==> src/hdl/poly_seeded_inverse_sqrt_top_macros.svh <==
// Assertion macros shared by the inverse square root RTL.
// Included by files that carry concurrent assertions.
`ifndef POLY_SEEDED_INVERSE_SQRT_TOP_MACROS_SVH
`define POLY_SEEDED_INVERSE_SQRT_TOP_MACROS_SVH
// Implication checked on every clock edge outside reset.
`define PSIS_ASSERT_IMP(label, clk, rst_n, ante, cons) \
    label: assert property (@(posedge clk) disable iff (!rst_n) (ante) |-> (cons)) \
        else $error("assertion failed");
// Next-cycle implication checked outside reset.
`define PSIS_ASSERT_NXT(label, clk, rst_n, ante, cons) \
    label: assert property (@(posedge clk) disable iff (!rst_n) (ante) |=> (cons)) \
        else $error("assertion failed");
`endif

==> src/hdl/psis_pkg.sv <==
// Types and constants for the polynomial-seeded inverse square root.
// No dependencies.
`timescale 1ns / 1ps
package psis_pkg;
    localparam int DataW = 32;
    localparam int NumCoeffRegs = 6;
    localparam logic [2:0] RegIdxCoeff0 = 3'd0;
    localparam logic [2:0] RegIdxCoeff1 = 3'd1;
    localparam logic [2:0] RegIdxCount = 3'd6;
    localparam logic [2:0] RegIdxSteps = 3'd7;
    localparam logic signed [33:0] Q24Three = 34'sd50331648;
    localparam logic signed [63:0] QMax = 64'sd2147483647;
    localparam logic signed [63:0] QMin = -64'sd2147483648;

    // post ops of a multiply stage: none, add addend, three minus, halve
    localparam logic [1:0] OpNone = 2'd0;
    localparam logic [1:0] OpAdd = 2'd1;
    localparam logic [1:0] OpSub3 = 2'd2;
    localparam logic [1:0] OpHalf = 2'd3;

    // Work item carried between stages
    typedef struct packed {
        logic [31:0]        x;
        logic signed [31:0] y;
        logic               sat;
        logic               inv;
    } t_item;

    // Clamp a 64-bit value to the signed 32-bit range
    function automatic logic signed [31:0] sat32(input logic signed [63:0] v,
                                                 output logic hit);
        begin
            hit = 1'b0;
            if (v > QMax) begin
                hit = 1'b1;
                sat32 = 32'sh7fffffff;
            end else if (v < QMin) begin
                hit = 1'b1;
                sat32 = 32'sh80000000;
            end else begin
                sat32 = v[31:0];
            end
        end
    endfunction
endpackage

==> src/hdl/psis_mulstage.sv <==
// One pipeline stage: registered multiply with shift, clamp and a post op.
// Depends on psis_pkg.
`timescale 1ns / 1ps
module psis_mulstage (
    input  logic                  i_clk,
    input  logic                  i_rst_n,
    input  logic                  i_en,
    input  logic                  i_vld,
    input  psis_pkg::t_item       i_item,
    input  logic signed [32:0]    i_a,
    input  logic signed [32:0]    i_b,
    input  logic [4:0]            i_shift,
    input  logic [1:0]            i_op,
    input  logic signed [31:0]    i_addend,
    input  logic                  i_act,
    output logic                  o_vld,
    output psis_pkg::t_item       o_item,
    output logic signed [31:0]    o_val
);
    logic signed [65:0] w_prod;
    logic signed [63:0] w_sh;
    logic signed [31:0] w_m, w_r;
    logic signed [63:0] w_post;
    logic               w_h1, w_h2;

    assign w_prod = i_a * i_b;
    assign w_sh = 64'(w_prod >>> i_shift);

    always_comb begin
        w_m = psis_pkg::sat32(w_sh, w_h1);
        w_h2 = 1'b0;
        w_post = 64'(w_m);
        case (i_op)
            psis_pkg::OpAdd:  w_post = 64'(w_m) + 64'(i_addend);
            psis_pkg::OpSub3: w_post = 64'(psis_pkg::Q24Three) - 64'(w_m);
            psis_pkg::OpHalf: w_post = 64'(w_m) >>> 1;
            default: w_post = 64'(w_m);
        endcase
        w_r = psis_pkg::sat32(w_post, w_h2);
    end

    always_ff @(posedge i_clk) begin
        if (!i_rst_n) begin
            o_vld <= 1'b0;
        end else if (i_en) begin
            o_vld <= i_vld;
        end
    end

    // inactive or invalid items pass through with y unchanged
    always_ff @(posedge i_clk) begin
        if (i_en) begin
            if (i_act && !i_item.inv) begin
                o_item <= '{x: i_item.x, y: i_item.y,
                            sat: i_item.sat | w_h1 | w_h2, inv: i_item.inv};
                o_val  <= w_r;
            end else begin
                o_item <= i_item;
                o_val  <= i_item.y;
            end
        end
    end
endmodule

==> config.mk <==
export PLATFORM = sky130hd
export DESIGN_NAME = psis_mulstage
export DESIGN_NICKNAME = d
export VERILOG_FILES = /design/src/hdl/poly_seeded_inverse_sqrt_top_macros.svh /design/src/hdl/psis_pkg.sv /design/src/hdl/psis_mulstage.sv
export SDC_FILE = /design/constraint.sdc
export NUM_CORES = 2
export LEC_CHECK = 0
export BUFFER_PORTS_ARGS = -buffer_cell sky130_fd_sc_hd__buf_2
export CAP_MARGIN = 15
export CORE_ASPECT_RATIO = 1.1
export CORE_MARGIN = 10
export CORE_UTILIZATION = 59
export DETAILED_ROUTE_END_ITERATION = 8
export GPL_ROUTABILITY_DRIVEN = 0
export HOLD_SLACK_MARGIN = 0.05
export PLACE_DENSITY = 0.8
export SLEW_MARGIN = 5
export SYNTH_ARGS = -nofsm -noshare
export SYNTH_HDL_FRONTEND = slang
export SYNTH_SLANG_ARGS = --single-unit
==> constraint.sdc <==
create_clock -name i_clk -period 18 [get_ports i_clk]
set_input_delay 3.6 -clock i_clk [delete_from_list [all_inputs] [get_ports i_clk]]
set_output_delay 3.6 -clock i_clk [all_outputs]
set_load 0.02 [all_outputs]
## Word-level counts from Yosys, hierarchy flattened

Cells that the tools add are included.

| storage, ports and cells | value |
|---|---|
| bits in registers | 99 |
| bits of input ports | 176 |
| output and inout port bits | 99 |

| cells by class | value |
|---|---|
| add/sub/neg operators | 2 |
| multipliers | 1 |
| $lt $le $gt $ge | 4 |
| equal/unequal tests | 3 |
| shift-type cells | 1 |
| multiplexer cells | 11 |
| bitwise gates (word level) | 2 |
| reduce and logical (&&, ||, !) cells | 2 |

Operators by type and width:

| kind | number |
|---|---|
| one-hot mux 64 bit (3 select lines) | 1 |
| 2-to-1 mux 32 bit | 5 |
| > comparator 64 x 32 -> 1 bit, second input constant | 2 |
| less-than comparator 64 x 32 -> 1 bit, second input constant | 2 |
| multiplier 33 x 33 -> 66 bit | 1 |
| >>> shifter 66 x 5 -> 64 bit | 1 |
| adder 32 x 32 -> 33 bit | 1 |
| subtractor 27 x 32 -> 33 bit, first input constant | 1 |
| equality test 2 bit, second input constant | 2 |
| 2-to-1 mux 1 bit | 4 |
| equality test 2 x 1 -> 1 bit, second input constant | 1 |
| 2-to-1 mux 2 bit | 1 |
| bitwise OR 1 bit | 2 |
| logical AND 1 bit | 1 |
| zero test 1 bit | 1 |

## Logic depth before layout (Yosys ltp)

| depth | value |
|---|---|
| word-level depth | 12 |
| mapped depth | 61 |
| mapped depth without buffers | 53 |

## Worst setup path after synthesis

Ideal clock, no wire load.

| timing path | value |
|---|---|
| path type | input to register |
| start point | in i_a[32] |
| end point | reg o_val[15] (data pin) |
| setup time | 0.265 ns |
| arrival time | 18.259 ns |
| setup slack | -0.524 ns |
| cell stages on the path | 58 |
| buffers on the path | 5 |
| cells stage by stage | clkbuf_1 > nand2_1 > inv_1 > fa_1 > inv_1 > fa_1 > inv_1 > fa_1 > inv_1 > fa_1 > inv_1 > fa_1 > inv_1 > fa_1 > fa_1 > fa_1 > inv_1 > ha_1 > (+22 left out) > a31oi_1 > o21ai_0 > a31oi_1 > o21ai_0 > a221o_1 > a31o_2 > and2_1 > o41ai_1 > o31ai_1 > o211a_1 > o21ai_0 > a31oi_1 > o21a_1 > or2_1 > buf_2 > buf_6 > o211ai_1 > nand3_1 |

| on the way | value |
|---|---|
| cells in the longest elaborated chain, start to end | 11 |
| elaborated cells on any way between the ends | 14 |
| those cells by class | 2 x add/sub; 1 x mul; 4 x order compare; 1 x shift; 6 x mux |

Ends and longest elaborated chain:

| item | RTL line | source |
|---|---|---|
| start, declared | psis_mulstage.sv:10 | `input logic signed [32:0] i_a,` |
| multiplier 33 x 33 -> 66 bit (*) | psis_mulstage.sv:26 | `assign w_prod = i_a * i_b;` |
| >>> shifter 66 x 5 -> 64 bit (*) | psis_mulstage.sv:27 | `assign w_sh = 64'(w_prod >>> i_shift);` |
| less-than comparator 64 x 32 -> 1 bit | psis_pkg.sv:37 | `end else if (v < QMin) begin` |
| 2-to-1 mux 32 bit | psis_pkg.sv:37 |  |
| 2-to-1 mux 32 bit (*) | psis_pkg.sv:34 | `if (v > QMax) begin` |
| subtractor 27 x 32 -> 33 bit / adder 32 x 32 -> 33 bit (equally long branches) | psis_mulstage.sv:35, psis_mulstage.sv:34 |  |
| one-hot mux 64 bit (3 select lines) (*) | psis_mulstage.sv:33 | `case (i_op)` |
| less-than comparator 64 x 32 -> 1 bit | psis_pkg.sv:37 |  |
| 2-to-1 mux 32 bit | psis_pkg.sv:37 |  |
| 2-to-1 mux 32 bit (*) | psis_pkg.sv:34 |  |
| 2-to-1 mux 32 bit (*) | psis_mulstage.sv:53 | `if (i_act && !i_item.inv) begin` |
| end signal, assigned | psis_mulstage.sv:56 | `o_val <= w_r;` |
| end signal, assigned | psis_mulstage.sv:59 | `o_val <= i_item.y;` |
| end, declared | psis_mulstage.sv:18 | `output logic signed [31:0] o_val` |

Mark *: on every way between the ends. The rest lies on a longest branch, timed or not.
A chain may end at the register's enable or synchronous reset.

## Worst setup path in the final report

| timing path | value |
|---|---|
| start point | in i_a[20] |
| end point | reg o_val[4] (data pin) |

The elaborated chain is that of the path after synthesis.

==> results.md <==
* CTS buffer count at 9
* I/O Buffers at approximately 270
* WL final at ~160000 um
* Via density at 6.24
* Async SR Flop Fraction at 0%
* Commonest cells post-synth: 1146 x fa_1, 1104 x inv_1, 714 x and2_1
* Post-DP HPWL at 137000 um
* Drt initial violations at 4314
* # DRC at 3
* Rows at 116
* Least-Margin Pin Slew at 1.13 ns
* Crit path max fanout at 23
* Vias in the first global route at 49335
* Via count at about 46000
* Initial Util at 59.2%
* Root buffer cell: clkbuf_16
* # IOs at 275
* Yosys reg bits at a little under 100
* Final hold violations at 0
* Final Slew Violations at 0
* Post-Syn Nets at roughly 7600
* Area leader, netlist: fa_1
* Layout cells sized above 1 at 11.8%
* Drt pass-1 iters at 9
* Largest net degree at the start of global routing at 82
* Setup_tns at 0 ns
* Post-Syn Instances at 6044
* MaxCap Viol Count at 0
* First-pass GRT wire length at 262000 um
* Period utilisation layout at 98.2%
* Most frequent cell after synthesis: fa_1
* Critical Path RT at around 18 ns
* EDFF count, synth at 98
* Worst Setup End Kind: flop
* Clk Latency, worst-skew pair at 0.36 ns
* DR WL/cell at 21.9 um
* Gr usage total at 31.4%
* Synth top area share at 42.7%
* Count of unique library cells instantiated by Yosys at 116
* Clock tree buffer depth at 2
* Violated checks: design-rule violations
* Worst path slowest cell: fa_1
* Final ANT Viol Nets at 0
* Sink Count at 99
* FILL cells at 7227
* Slew margin rel. at 22.7%
* Worst Clk Skew at 0 ns
* Yosys warning total at 0
* Avg Inst Size Synth at 8.88 sq um
* Area growth syn-to-layout at 7.84%
* H-tree levels at 3
* Core Area at around 91000 sq um
* Crit Path Class: in -> reg
* CTS tree: built
* Minimum clock period at 17.67 ns
* Critical path's largest stage delay at 0.59 ns
* Final Setup Violations at 0
* Die Y at 336 um
* Die width at around 300 um
* Crit start category: primary input
* Fmax at 0.0566 GHz
* Worst hold path type: reg -> reg
* NumNets Final at 7818
* GRT overflow at 0
* Area contributors post-synth: fa_1 43%, and2_1 8.3%, inv_1 7.7%, ha_1 6.0%, edfxtp_1 5.5%
* Most common cell on crit path: fa_1
* CTS Hold Bufs at 0
* Status: finished, violations left
* Clk slew on worst S/H paths at 0.07 ns
* Mapped Area at 53700 sq um
* Antenna violations before repair at 2
* Critical path arrival at ~18 ns
* Register area share after synthesis at 5.52%
* Main synth FF type: edfxtp_1
* DIE AREA at ~100000 sq um
[cell type report]
cell class              count  area [sq um]  share of cell area (%)
well taps                1180          1480                    2.55
clock buffers               9           225                   0.389
diodes                      3          7.51                  0.0130
flip-flops and latches     99          2960                    5.12
clock inverters             7          55.1                  0.0951
inverters                1105          4160                    7.18
repair buffers            562          3720                    6.42
multi-input cells        4462         45300                    78.2
[flip-flops by register name, indices dropped and copies added, names as in the netlist]
register,flops
o_val,32
o_item,66
o_vld,1
[per-layer routing]
| layer | wire length [um] | up-vias | track usage (%) |
|---|---|---|---|
| met4 | 9560 | 4 | 15.8 |
| li1 | - | 19635 | - |
| met5 | 31 | - | 0 |
| met1 | 58500 | 22893 | 38.0 |
| met3 | 16600 | 788 | 5.88 |
| met2 | 77900 | 3046 | 53.5 |
[metrics by stage]
stage | cell area (sq um) | cells | hold slack (ns) | utilization [%] | setup WS [ns]
2_1_floorplan | 53700 | 6044 | 0.589 | - | 0.0199
3_3_place_gp | 57300 | 7400 | 0.519 | 63.1 | 0.0131
3_5_place_dp | 57300 | 7400 | 0.536 | 63.1 | -0.442
4_1_cts | 57600 | 7418 | 0.547 | 63.5 | 0.0813
5_1_grt | 57900 | 7424 | 0.566 | 63.8 | -0.127
6_report | 57900 | 7427 | 0.550 | 63.8 | 0.326
[cell families after synthesis]
logic type	after synthesis	synth area share, %
xor+xnor	107	1.76
fa+ha+maj	1403	48.7
mux	113	3.00
compound gates	922	12.2
simple gates	1917	18.3
flops	99	5.52
buf+inv	1483	10.5
[path summary, 6_finish.rpt]
| check | slack, ns | startpoint | cells past startpoint | end |
|---|---|---|---|---|
| setup / recovery | 0.33 | i_a[20] | 51 | o_val[4] |
| setup reg to reg | 17.38 | o_vld | 2 | o_vld |
| hold reg to reg | 0.55 | o_vld | 2 | o_vld |
| hold / removal | 0.55 | o_vld | 2 | o_vld |
[layout by cell type, fill, tap and decap left out, types with 18 or more instances in the layout]
cell         n
o21a_1      45
nand2_1    606
nand4_1     56
nor3_1      59
xnor2_1     80
nand3_1     61
a21oi_1    186
o21ai_1     27
o21ai_0    123
mux4_2      36
mux2i_1     57
edfxtp_1    98
buf_2      253
o211ai_1    82
and2_1     713
a31oi_1     27
nor2_1     250
a211oi_1    47
a221oi_1    18
ha_1       257
fa_1      1141
nor4_1      18
and3_1      27
xor2_1      26
or3_1       24
o22ai_1     23
inv_1     1099
mux2_2      18
nand2b_1    18
buf_4      280
a21o_1      55
[worst max-delay path: cells and delay by family]
kind | cells | cell delay, ns
compound gates | 24 | 5.22
fa+ha+maj | 11 | 5.14
simple gates | 10 | 2.48
buf+inv | 5 | 1.13
xor+xnor | 1 | 0.18
[repair_timing]
action,CTS,global route
gates resized for setup,1,74
endpoints found under the setup margin,18,33
buffers inserted,2,5
pin swaps,0,10
Power is not shown: default switching activity piles up to over one toggle a cycle in this logic, so the estimate is an artifact.
